File: config.mk
export PLATFORM = sky130hd
export DESIGN_NAME = psf1_font_stream_decoder
export DESIGN_NICKNAME = d
export VERILOG_FILES = /design/src/design/psf1d_pkg.sv /design/src/design/psf1d_parse.sv /design/src/design/psf1d_out_buf.sv /design/src/design/psf1_font_stream_decoder.sv
export VERILOG_INCLUDE_DIRS = /design/src /design/src/design
export SDC_FILE = /design/constraint.sdc
export NUM_CORES = 1
export LEC_CHECK = 0
export ABC_CLOCK_PERIOD_IN_PS = 2600
export BUFFER_PORTS_ARGS = -buffer_cell sky130_fd_sc_hd__buf_2
export CAP_MARGIN = 20
export CORE_ASPECT_RATIO = 1.5
export CORE_MARGIN = 8
export CORE_UTILIZATION = 45
export CTS_BUF_LIST = sky130_fd_sc_hd__clkbuf_16
export DETAILED_ROUTE_END_ITERATION = 12
export PLACE_DENSITY_LB_ADDON = 0.2
export SLEW_MARGIN = 20
export SYNTH_ARGS = -nofsm -noshare
export SYNTH_HDL_FRONTEND = slang
export SYNTH_SLANG_ARGS = --single-unit
File: constraint.sdc
create_clock -name clock -period 2.6 [get_ports clock]
set_clock_uncertainty 0.2 [all_clocks]
set_input_delay 0.26 -clock clock [delete_from_list [all_inputs] [get_ports clock]]
set_output_delay 0.26 -clock clock [all_outputs]
set_load 0.05 [all_outputs]
File: src/design/assert_macros.svh
// ----------------------------------------------------------------------------
// assertion macros
// concurrent assertion helpers, compiled out for synthesis
// ----------------------------------------------------------------------------
`ifndef ASSERT_MACROS_SVH
`define ASSERT_MACROS_SVH

`ifndef SYNTHESIS

// property must hold at every clock edge outside reset
`define ASSERT_PROP(label, clk, rst, prop) \
   label: assert property (@(posedge clk) disable iff (rst) (prop)) \
      else $error("assertion failed");

// condition must never be true outside reset
`define ASSERT_NEVER(label, clk, rst, cond) \
   label: assert property (@(posedge clk) disable iff (rst) !(cond)) \
      else $error("forbidden condition seen");

`else

`define ASSERT_PROP(label, clk, rst, prop)
`define ASSERT_NEVER(label, clk, rst, cond)

`endif

`endif

File: src/design/psf1d_pkg.sv
// ----------------------------------------------------------------------------
// psf1d_pkg
// word types and constants of the psf1 font stream decoder
// ----------------------------------------------------------------------------
package psf1d_pkg;

   localparam logic [7:0] MAGIC0_BYTE = 8'h36;
   localparam logic [7:0] MAGIC1_BYTE = 8'h04;

   // glyph count of a narrow font, doubled by the mode bit
   localparam int unsigned GLYPHS_PER_MODE_STEP = 256;

   localparam logic [1:0] STATUS_ROW        = 2'd0;
   localparam logic [1:0] STATUS_BAD_MAGIC  = 2'd1;
   localparam logic [1:0] STATUS_ZERO_HEIGHT = 2'd2;

   typedef struct packed {
      logic [7:0] data_byte;
      logic       start_of_font;
   } req_word_type;

   typedef struct packed {
      logic [1:0]  status;
      logic [8:0]  glyph_index;
      logic [7:0]  row_index;
      logic [7:0]  glyph_height;
      logic [63:0] pixels;
      logic        last;
   } rsp_word_type;

endpackage

File: src/design/psf1d_parse.sv
// ----------------------------------------------------------------------------
// psf1d_parse
// input register, header parser and glyph row expansion
// ----------------------------------------------------------------------------
`include "assert_macros.svh"

module psf1d_parse
   import psf1d_pkg::*;
(
   input  logic         clock,
   input  logic         reset,
   input  logic         req_valid,
   output logic         req_ready,
   input  req_word_type req_word,
   input  logic         res_ready,
   output logic         res_valid,
   output rsp_word_type res_word
);

   localparam logic [2:0] PH_MAGIC0 = 3'd0;
   localparam logic [2:0] PH_MAGIC1 = 3'd1;
   localparam logic [2:0] PH_MODE   = 3'd2;
   localparam logic [2:0] PH_HEIGHT = 3'd3;
   localparam logic [2:0] PH_ROWS   = 3'd4;
   localparam logic [2:0] PH_IDLE   = 3'd5;

   localparam logic [9:0] NARROW_COUNT = 10'(GLYPHS_PER_MODE_STEP);
   localparam logic [9:0] WIDE_COUNT   = 10'(2 * GLYPHS_PER_MODE_STEP);

   logic         s1_valid_ff, s1_valid_in;
   req_word_type s1_word_ff;
   logic [2:0]   phase_ff, phase_in;
   logic         magic_ok_ff, magic_ok_in;
   logic         wide_ff, wide_in;
   logic [7:0]   height_ff, height_in;
   logic [8:0]   glyph_ff, glyph_in;
   logic [7:0]   row_ff, row_in;

   logic         go;
   logic [2:0]   cur_phase;
   logic         last_row, last_glyph;
   logic [63:0]  expanded;

   assign go          = s1_valid_ff && res_ready;
   assign req_ready   = !s1_valid_ff || res_ready;
   assign s1_valid_in = (req_valid && req_ready) ? 1'b1 : (go ? 1'b0 : s1_valid_ff);

   always_ff @(posedge clock) begin
      if (req_valid && req_ready) begin
         s1_word_ff <= req_word;
      end
   end

   assign cur_phase  = s1_word_ff.start_of_font ? PH_MAGIC0 : phase_ff;
   assign last_row   = ({1'b0, row_ff} + 9'd1) == {1'b0, height_ff};
   assign last_glyph = ({1'b0, glyph_ff} + 10'd1) == (wide_ff ? WIDE_COUNT : NARROW_COUNT);

   // msb of the row byte lands in the top pixel
   always_comb begin
      for (int k = 0; k < 8; k++) begin
         expanded[k*8 +: 8] = {8{s1_word_ff.data_byte[k]}};
      end
   end

   always_comb begin
      phase_in    = phase_ff;
      magic_ok_in = magic_ok_ff;
      wide_in     = wide_ff;
      height_in   = height_ff;
      glyph_in    = glyph_ff;
      row_in      = row_ff;
      res_valid   = 1'b0;
      res_word    = '0;
      unique case (cur_phase)
         PH_MAGIC0: begin
            magic_ok_in = (s1_word_ff.data_byte == MAGIC0_BYTE);
            phase_in    = PH_MAGIC1;
         end
         PH_MAGIC1: begin
            if (!(magic_ok_ff && s1_word_ff.data_byte == MAGIC1_BYTE)) begin
               phase_in        = PH_IDLE;
               res_valid       = go;
               res_word.status = STATUS_BAD_MAGIC;
            end else begin
               phase_in = PH_MODE;
            end
         end
         PH_MODE: begin
            wide_in  = s1_word_ff.data_byte[0];
            phase_in = PH_HEIGHT;
         end
         PH_HEIGHT: begin
            height_in = s1_word_ff.data_byte;
            glyph_in  = '0;
            row_in    = '0;
            if (s1_word_ff.data_byte == 8'd0) begin
               phase_in        = PH_IDLE;
               res_valid       = go;
               res_word.status = STATUS_ZERO_HEIGHT;
            end else begin
               phase_in = PH_ROWS;
            end
         end
         PH_ROWS: begin
            res_valid             = go;
            res_word.status       = STATUS_ROW;
            res_word.glyph_index  = glyph_ff;
            res_word.row_index    = row_ff;
            res_word.glyph_height = height_ff;
            res_word.pixels       = expanded;
            res_word.last         = last_row && last_glyph;
            if (last_row) begin
               row_in   = '0;
               glyph_in = glyph_ff + 9'd1;
               if (last_glyph) begin
                  phase_in = PH_IDLE;
               end
            end else begin
               row_in = row_ff + 8'd1;
            end
         end
         default: begin
            phase_in = PH_IDLE;
         end
      endcase
   end

   always_ff @(posedge clock) begin
      if (reset) begin
         s1_valid_ff <= 1'b0;
         phase_ff    <= PH_MAGIC0;
         magic_ok_ff <= 1'b0;
         wide_ff     <= 1'b0;
         height_ff   <= '0;
         glyph_ff    <= '0;
         row_ff      <= '0;
      end else begin
         s1_valid_ff <= s1_valid_in;
         if (go) begin
            phase_ff    <= phase_in;
            magic_ok_ff <= magic_ok_in;
            wide_ff     <= wide_in;
            height_ff   <= height_in;
            glyph_ff    <= glyph_in;
            row_ff      <= row_in;
         end
      end
   end

   // errors and the final row leave the parser idle, and a stall holds its state
   `ASSERT_PROP(a_last_goes_idle, clock, reset, (res_valid && res_word.last) |=> (phase_ff == PH_IDLE))
   `ASSERT_PROP(a_error_goes_idle, clock, reset, (res_valid && res_word.status != STATUS_ROW) |=> (phase_ff == PH_IDLE))
   `ASSERT_PROP(a_hold_when_stalled, clock, reset, !go |=> ($stable(phase_ff) && $stable(row_ff) && $stable(glyph_ff)))

endmodule

File: src/design/psf1d_out_buf.sv
// ----------------------------------------------------------------------------
// psf1d_out_buf
// two-entry result buffer decoupling the parser from the result channel
// ----------------------------------------------------------------------------
`include "assert_macros.svh"

module psf1d_out_buf
   import psf1d_pkg::*;
(
   input  logic         clock,
   input  logic         reset,
   input  logic         push,
   input  rsp_word_type push_word,
   output logic         push_ready,
   output logic         rsp_valid,
   input  logic         rsp_ready,
   output rsp_word_type rsp_word
);

   logic [1:0]   count_ff, count_in;
   rsp_word_type head_ff, tail_ff;
   logic         pop;

   assign push_ready = (count_ff != 2'd2);
   assign rsp_valid  = (count_ff != 2'd0);
   assign rsp_word   = head_ff;
   assign pop        = rsp_valid && rsp_ready;

   always_comb begin
      count_in = count_ff;
      if (push && !pop) begin
         count_in = count_ff + 2'd1;
      end else if (pop && !push) begin
         count_in = count_ff - 2'd1;
      end
   end

   always_ff @(posedge clock) begin
      if (pop) begin
         // shift the waiting word forward, or refill from the parser
         head_ff <= (push && count_ff == 2'd1) ? push_word : tail_ff;
      end else if (push && count_ff == 2'd0) begin
         head_ff <= push_word;
      end
      if (push && ((count_ff == 2'd1 && !pop) || count_ff == 2'd2)) begin
         tail_ff <= push_word;
      end
   end

   always_ff @(posedge clock) begin
      if (reset) begin
         count_ff <= '0;
      end else begin
         count_ff <= count_in;
      end
   end

   `ASSERT_NEVER(a_push_when_full, clock, reset, push && count_ff == 2'd2)
   `ASSERT_NEVER(a_count_range, clock, reset, count_ff == 2'd3)
   `ASSERT_PROP(a_pop_drains, clock, reset, (pop && !push) |=> (count_ff == $past(count_ff) - 2'd1))

endmodule

File: src/design/psf1_font_stream_decoder.sv
// path: an accepted byte is registered in the parser input stage, then its result word in the buffer head
// throughput: one byte per cycle while the result buffer has room, set by the single-pass parser register stage
// a two-entry result buffer keeps req_ready high while one result waits
// reset: synchronous, active high; parser returns to header byte zero
// and the buffer empties, so the first byte after reset is read as magic
// ----------------------------------------------------------------------------
// psf1_font_stream_decoder
// parses a psf1 font byte stream and expands each glyph row into pixels
// ----------------------------------------------------------------------------
module psf1_font_stream_decoder
   import psf1d_pkg::*;
(
   input  logic         clock,
   input  logic         reset,
   // font byte words
   input  logic         req_valid,
   output logic         req_ready,
   input  req_word_type req_word,
   // pixel row and error words
   output logic         rsp_valid,
   input  logic         rsp_ready,
   output rsp_word_type rsp_word
);

   // parser to buffer handoff
   logic         res_valid;
   logic         res_ready;
   rsp_word_type res_word;

   // header check, counters and bit fan-out, one byte per cycle unless the buffer is full
   psf1d_parse u_parse (
      .clock     (clock),
      .reset     (reset),
      .req_valid (req_valid),
      .req_ready (req_ready),
      .req_word  (req_word),
      .res_ready (res_ready),
      .res_valid (res_valid),
      .res_word  (res_word)
   );

   // result words wait here while the consumer stalls
   psf1d_out_buf u_out_buf (
      .clock      (clock),
      .reset      (reset),
      .push       (res_valid),
      .push_word  (res_word),
      .push_ready (res_ready),
      .rsp_valid  (rsp_valid),
      .rsp_ready  (rsp_ready),
      .rsp_word   (rsp_word)
   );

endmodule

After elaboration in Yosys (flattened, before gate mapping)

Index checks and enable logic that the tools add are counted.

Bits in registers: 226
Output and inout port bits: 94
Logic and storage cells: 96

Add/sub/neg operators: 6
Equality and inequality tests: 13
Muxes and demuxes: 25
Reduce and logical (&&, ||, !) cells: 30

Operator list:

| operator                                       | number |
|---|---|
| 2-to-1 mux 92 bit                              | 3 |
| 2-to-1 mux 90 bit                              | 1 |
| case mux 9 bit (2 select lines)                | 1 |
| case mux 8 bit (2 select lines)                | 1 |
| case mux 3 bit (5 select lines)                | 1 |
| 2-to-1 mux 3 bit                               | 4 |
| logical AND 1 bit                              | 11 |
| adder 9 x 1 -> 10 bit (second input constant)  | 1 |
| == test 10 bit                                 | 1 |
| 2-to-1 mux 10 bit                              | 1 |
| nonzero test 2 bit                             | 5 |
| adder 8 x 1 -> 9 bit (second input constant)   | 1 |
| adder 9 x 1 -> 9 bit (second input constant)   | 1 |
| == test 9 x 8 -> 1 bit                         | 1 |
| 2-to-1 mux 9 bit                               | 1 |
| adder 8 x 1 -> 8 bit (second input constant)   | 1 |
| == test 8 x 3 -> 1 bit (second input constant) | 1 |
| == test 8 x 6 -> 1 bit (second input constant) | 1 |
| logical NOT 8 bit                              | 1 |
| 2-to-1 mux 8 bit                               | 1 |
| AND reduction 2 bit                            | 4 |
| == test 3 x 2 -> 1 bit (second input constant) | 2 |
| 2-to-1 mux 1 bit                               | 6 |
| 2-to-1 mux 2 bit                               | 3 |
| other kinds (15)                               | 20 |

Logic depth before layout (Yosys ltp)

Depth in word-level cells: 8
Mapped depth: 10

Cells and area by module

Synthesis repeated with hierarchy kept, for this count alone.

Cell total of the unflattened synthesis: 666
Area total of the unflattened synthesis: 10045.9 µm²

Modules (own cells, without submodules):

| module        | times used | cells each | area an instance (µm²) |
|---|---|---|---|
| psf1d_out_buf | 1          | 309        | 7238.2 |
| psf1d_parse   | 1          | 357        | 2807.7 |

Worst setup path before layout

No wires, ideal clock.

Kind: reg-to-reg
Start: reg u_parse.s1_word_ff[0] (netlist bit)
End: reg u_out_buf.tail_ff[0] (netlist bit) (enable)
Arrival: 2.258 ns
Setup slack: -0.255 ns
Stages on the path, launching flop included: 6
Buffers on the path: 2
Path through: edfxtp_1 > buf_2 > or4b_1 > buf_2 > a21oi_1 > and3_1

Cells in the longest elaborated chain, start to end: 4

Ends and longest elaborated chain:

| what                                        | line                | text |
|---|---|---|
| start: declaration                          | psf1d_parse.sv:31   | `req_word_type s1_word_ff;` |
| start signal: assignment                    | psf1d_parse.sv:50   | `s1_word_ff <= req_word;` |
| 2-to-1 mux 3 bit (*)                        | psf1d_parse.sv:54   | `assign cur_phase = s1_word_ff.start_of_font ? PH_MAGIC0 : phase_ff;` |
| == test 3 bit, or another cell as far along | psf1d_parse.sv:74   | `unique case (cur_phase)` |
| case mux 1 bit (3 select lines) (*)         | psf1d_parse.sv:74   |  |
| logical AND 1 bit (*)                       | psf1d_out_buf.sv:45 | `if (push && ((count_ff == 2'd1 && !pop) \|\| count_ff == 2'd2)) begin` |
| end signal: assignment                      | psf1d_out_buf.sv:46 | `tail_ff <= push_word;` |
| end: declaration                            | psf1d_out_buf.sv:21 | `rsp_word_type head_ff, tail_ff;` |

Every way passes the cells marked *; elsewhere a longest branch is shown, timed or not.
A chain may end at the register's enable or synchronous reset.

Worst setup path after layout

Start: reg u_parse.s1_word_ff[0] (netlist bit)
End: reg u_out_buf.head_ff (netlist bit u_out_buf.rsp_word[91]) (data pin)

Cells in the longest elaborated chain, start to end: 6

Ends and longest elaborated chain:

| what                                        | line                | text |
|---|---|---|
| 2-to-1 mux 3 bit (*)                        | psf1d_parse.sv:54   |  |
| == test 3 bit, or another cell as far along | psf1d_parse.sv:74   |  |
| case mux 1 bit (3 select lines)             | psf1d_parse.sv:74   |  |
| logical AND 1 bit                           | psf1d_out_buf.sv:41 | `head_ff <= (push && count_ff == 2'd1) ? push_word : tail_ff;` |
| 2-to-1 mux 92 bit                           | psf1d_out_buf.sv:41 |  |
| 2-to-1 mux 92 bit (*)                       | psf1d_out_buf.sv:39 | `if (pop) begin` |
| end signal: assignment                      | psf1d_out_buf.sv:41 |  |
| end signal: assignment                      | psf1d_out_buf.sv:43 | `head_ff <= push_word;` |
| end: declaration                            | psf1d_out_buf.sv:21 |  |

Every way passes the cells marked *; elsewhere a longest branch is shown, timed or not. The select of a mux whose other input is x is not followed.

==> summary.md <==
| Metric | Value |
|---|---|
| Worst-case reg-to-reg path depth | `7` |
| Overall via count from detail_route | `approximately 4000` |
| Final max-slew violation count | `0` |
| Signal arrival time at the worst endpoint | `between 2 and 2.5 ns` |
| Type of the worst setup path | `flip-flop to flip-flop` |
| Final Hold Violating Endpoints | `0` |
| Pre-CTS setup slack | `-0.008928 ns` |
| Core area | `around 0.012 mm²` |
| Longest Clk Path Bufs | `2` |
| Number of flops mapped to enable cells by yosys | `81` |
| FFs w/ async S/R, synth | `0%` |
| Clock input transition at the sequential cells of the worst setup and hold paths | `approximately 0.050 ns` |
| Startpoint class of the critical path | `flip-flop` |
| Count of endpoints failing setup in the final report | `0` |
| Starting Density | `between 40% and 50%` |
| Number of different library cells in the post-synthesis netlist | `56` |
| Cells taking the most area after synthesis | `sky130_fd_sc_hd__edfxtp_1, sky130_fd_sc_hd__dfxtp_1, sky130_fd_sc_hd__buf_4` |
| Minimum clock period | `2.515 ns` |
| Slew Limit Headroom | `between 70% and 80%` |
| DRC Markers | `0` |
| Detailed-route vias per instance | `between 5 and 6` |
| Ratio of final minimum period to clock period | `96.72%` |
| End of the worst register-to-register path | `u_out_buf.rsp_word[91]` |
| Total design power | `about 7.2 mW` |
| Die outline width | `around 110 µm` |
| Synthesized netlist cell count | `between 400 and 500` |
| Number of maximum-capacitance constraint violations | `0` |
| Worst hold-check slack | `roughly 0.056 ns` |
| Wirelength, routed | `between 10000 and 15000 µm` |
| Worst-margin pin slew | `0.4398 ns` |
| Vertical extent of the die | `around 150 µm` |
| Final Wtd Congestion | `0.8680` |
| Hold Path Class | `input pin to flip-flop` |
| End point of the most critical hold path | `u_out_buf.count_ff[0]` |
| Count of TritonRoute iterations in the first routing pass | `4` |
| Setup repair after global routing missed its margin | `no` |
| Top cell type by total area after synthesis | `sky130_fd_sc_hd__edfxtp_1` |
| Vias in the first global route | `roughly 4100` |
| Seq pwr share | `approximately 32%` |
| CTS tree | `done` |
| Post-synthesis average cell area | `11.48 µm²` |
| Post-detailed-route wirelength per cell | `about 17 µm` |
| I/O pin count | `~110` |
| Growth of design area from synthesis to finish | `20.26%` |
| Later-pin clock latency in the skew report | `just over 0.4 ns` |
| Most used flip-flop cell after synthesis | `sky130_fd_sc_hd__edfxtp_1` |
| Area enclosed by the die boundary | `about 0.017 mm²` |
| Count of yosys warnings during synthesis | `0` |
| CP max FO | `9` |
| Hold wc startpoint | `reset` |
| Least setup slack across all paths after layout | `roughly 0.085 ns` |
| Remaining antenna violation count | `0` |
| Cells after DPL | `approximately 700` |
| Port Buf Inserts | `between 100 and 150` |
| H-Tree Level Count | `4` |
| Leakage power | `2.704 nW` |
| Antenna diode count | `0` |
| Final HPWL from detailed placement | `around 8900 µm` |
| Number of buffers created by CTS | `17` |
| Number of nets in the layout | `606` |
| Cell Count, Final, Fillers Out | `roughly 760` |
| Global-route usage over all layers | `16.24%` |
| Root cell of the clock tree | `sky130_fd_sc_hd__clkbuf_16` |
| Final Util | `between 50% and 60%` |
| Number of DRC markers in iteration 0 | `approximately 160` |
| Post-synthesis instance area | `0.005707 mm²` |
| Top cell type's share of synthesized area | `between 40 and 50%` |
| Status | `completed` |
| Pwr Density | `between 1000 and 1500 mW/mm²` |
| Setup slack on the worst flop-to-flop path | `about 0.085 ns` |
| Wire length of the first global-routing pass | `around 21000 µm` |
| Maximum number of pins on one net before global-route repair | `37` |
| Number of cells on the worst hold path | `2` |
| Proportion of layout cells with a drive suffix above 1 | `a little over a third` |
| Clk pwr share | `a little under a third` |
| Initial antenna violation count | `0` |
| Sw Ratio | `39.60%` |
| Sw Pwr | `between 2 and 3 mW` |
| Syn Nets | `slightly above 500` |
| Required time of the critical path | `approximately 2.6 ns` |
| FP Rows | `50` |
| Endpoint kind of the worst setup timing path | `flip-flop` |
| Peak supply drop | `1.095 mV` |
| Internal Power | `between 4 and 5 mW` |
| Share of total power in combinational logic | `37.6%` |
| Sequential fraction of the synthesis area | `a little over half` |
| Post-synthesis register bit count | `114` |
| Critical register-to-register path startpoint | `u_parse.s1_word_ff[0]` |
| # clock sinks | `114` |
| Aggregate global routing overflow | `0` |
| F_max | `between 300 and 400 MHz` |
==> layer usage <==
| metal | track usage [%] | up-vias | share of wire (%) |
|---|---|---|---|
| li1 | - | 1922 | - |
| met1 | 17.07 | 1906 | 39 |
| met3 | 3.515 | 22 | 5.1 |
| met4 | 8.632 | 0 | 2.7 |
| met5 | 0 | - | 0 |
| met2 | 29.00 | 109 | 53 |
==> Yosys cell counts, types with 2 or more instances <==
cell                        n
sky130_fd_sc_hd__a21oi_1   25
sky130_fd_sc_hd__a31oi_1   11
sky130_fd_sc_hd__and2_1    33
sky130_fd_sc_hd__and3_1     5
sky130_fd_sc_hd__and4_1     3
sky130_fd_sc_hd__buf_2      8
sky130_fd_sc_hd__buf_4     59
sky130_fd_sc_hd__buf_6      5
sky130_fd_sc_hd__clkbuf_1  12
sky130_fd_sc_hd__dfxtp_1   33
sky130_fd_sc_hd__edfxtp_1  81
sky130_fd_sc_hd__ha_1       6
sky130_fd_sc_hd__inv_1     10
sky130_fd_sc_hd__mux2_1     8
sky130_fd_sc_hd__mux2_2    11
sky130_fd_sc_hd__mux2_4    15
sky130_fd_sc_hd__nand2_1   42
sky130_fd_sc_hd__nand3_1   16
sky130_fd_sc_hd__nand3b_1   2
sky130_fd_sc_hd__nand4_1    9
sky130_fd_sc_hd__nor2_1    21
sky130_fd_sc_hd__nor2b_1    3
sky130_fd_sc_hd__nor3_1     9
sky130_fd_sc_hd__nor3b_1    2
sky130_fd_sc_hd__o211ai_1   5
sky130_fd_sc_hd__o21ai_0   13
sky130_fd_sc_hd__o21ai_1    2
sky130_fd_sc_hd__or3b_1     3
sky130_fd_sc_hd__or4_1      6
sky130_fd_sc_hd__xnor2_1   10
sky130_fd_sc_hd__xor2_1     4
==> how the worst max path moves through the flow <==
stage / start / endpoint / slack (ns) / cells after the start
finish: u_parse.s1_word_ff[0] / u_out_buf.rsp_word[91] / 0.09 / 7
CTS: u_parse.s1_word_ff[0] / u_out_buf.rsp_word[67] / 0.04 / 6
global route: u_parse.expanded[0] / u_out_buf.rsp_word[67] / 0.01 / 6
floorplan: u_out_buf.count_ff[0] / u_out_buf.rsp_word[32] / 0.08 / 9
detailed placement: u_parse.expanded[48] / u_out_buf.rsp_word[67] / -0.009 / 6
global placement: u_parse.expanded[48] / u_out_buf.rsp_word[65] / 0.06 / 6
==> sequential cells by signal, indices dropped and copies added (netlist names) <==
| register | flops |
|---|---|
| u_parse.s1_valid_ff | 1 |
| u_parse.height_ff | 8 |
| u_parse.s1_word_ff | 1 |
| u_parse.expanded | 8 |
| u_parse.magic_ok_ff | 1 |
| u_parse.wide_ff | 1 |
| u_out_buf.tail_ff | 36 |
| u_out_buf.rsp_word | 36 |
| u_parse.row_ff | 8 |
| u_parse.glyph_ff | 9 |
| u_parse.phase_ff | 3 |
| u_out_buf.count_ff | 2 |
==> logic make-up (layout without fill, tap and decap cells) <==
| group | count (synthesis) | after routing | share of synthesized area (%) |
|---|---|---|---|
| and+or+nand+nor | 167 | 167 | 16.44 |
| DFF | 114 | 114 | 54.20 |
| buffers and inverters | 94 | 197 | 10.90 |
| AOI/OAI and AO/OA | 67 | 67 | 7.126 |
| muxes | 35 | 35 | 7.871 |
| xor gates and xnor gates | 14 | 14 | 2.149 |
| adders and majority gates | 6 | 6 | 1.315 |
==> placed cells by master (no fill, tap or decap), types with 3 or more instances in the layout <==
cell,count
sky130_fd_sc_hd__a31oi_1,11
sky130_fd_sc_hd__buf_12,3
sky130_fd_sc_hd__clkinv_2,5
sky130_fd_sc_hd__xnor2_1,10
sky130_fd_sc_hd__ha_1,6
sky130_fd_sc_hd__o211ai_1,5
sky130_fd_sc_hd__or3b_1,3
sky130_fd_sc_hd__nor2b_1,3
sky130_fd_sc_hd__nand3_1,16
sky130_fd_sc_hd__and4_1,3
sky130_fd_sc_hd__a21oi_1,24
sky130_fd_sc_hd__buf_2,106
sky130_fd_sc_hd__dfxtp_1,31
sky130_fd_sc_hd__mux2_1,8
sky130_fd_sc_hd__mux2_4,15
sky130_fd_sc_hd__mux2_2,11
sky130_fd_sc_hd__clkbuf_16,17
sky130_fd_sc_hd__and2_1,33
sky130_fd_sc_hd__and3_1,4
sky130_fd_sc_hd__or4_1,6
sky130_fd_sc_hd__dlygate4sd3_1,10
sky130_fd_sc_hd__edfxtp_1,81
sky130_fd_sc_hd__nand4_1,9
sky130_fd_sc_hd__nor2_1,21
sky130_fd_sc_hd__o21ai_0,13
sky130_fd_sc_hd__nor3_1,8
sky130_fd_sc_hd__buf_4,36
sky130_fd_sc_hd__inv_1,13
sky130_fd_sc_hd__nand2_1,41
sky130_fd_sc_hd__xor2_1,4
==> worst max-delay path, stage by stage (launching register included) <==
cell	delay, ns
sky130_fd_sc_hd__edfxtp_1	0.43
sky130_fd_sc_hd__buf_4	0.18
sky130_fd_sc_hd__or3b_1	0.36
sky130_fd_sc_hd__nor2_1	0.17
sky130_fd_sc_hd__a21oi_2	0.10
sky130_fd_sc_hd__a41o_2	0.30
sky130_fd_sc_hd__buf_4	0.19
sky130_fd_sc_hd__mux2_1	0.33
==> stage by stage <==
step / setup TNS [ns] / instance area (µm²)
floorplan: 0 / 5710
global placement: 0 / 6170
detailed placement: -0.03645 / 6170
CTS: 0 / 6834
global route: 0 / 6863
finish: 0 / 6863
==> power groups by stage <==
| stage | clock (mW) | sequential (mW) | combinational [mW] |
|---|---|---|---|
| after global placement | 0 | 2.37 | 2.70 |
| after detailed placement | 0 | 2.38 | 2.73 |
| after floorplan | 0 | 2.90 | 1.91 |
| after global routing | 2.29 | 2.37 | 2.84 |
| final | 2.16 | 2.34 | 2.71 |
| after CTS | 2.21 | 2.34 | 2.75 |
==> repair_timing <==
item | CTS | global route
hold buffers | 10 | 0
endpoints found under the setup margin | 10 | 36
setup buffers | 0 | 3
pin swaps | 0 | 3
resized for setup | 2 | 3
cloned | 0 | 0
endpoints found under the hold margin | 10 | 0
==> layout make-up <==
cell class	count	area, µm²
Sequential cell	114	3095
Clock buffer	17	425.4
Tap cell	156	195.2
Timing Repair Buffer	155	960.9
Inverter	10	37.54
Clock inverter	15	127.6
Multi-Input combinational cell	289	2021
Fill cell	1090	5587
No activity file was read; power rests on OpenSTA's default activity.
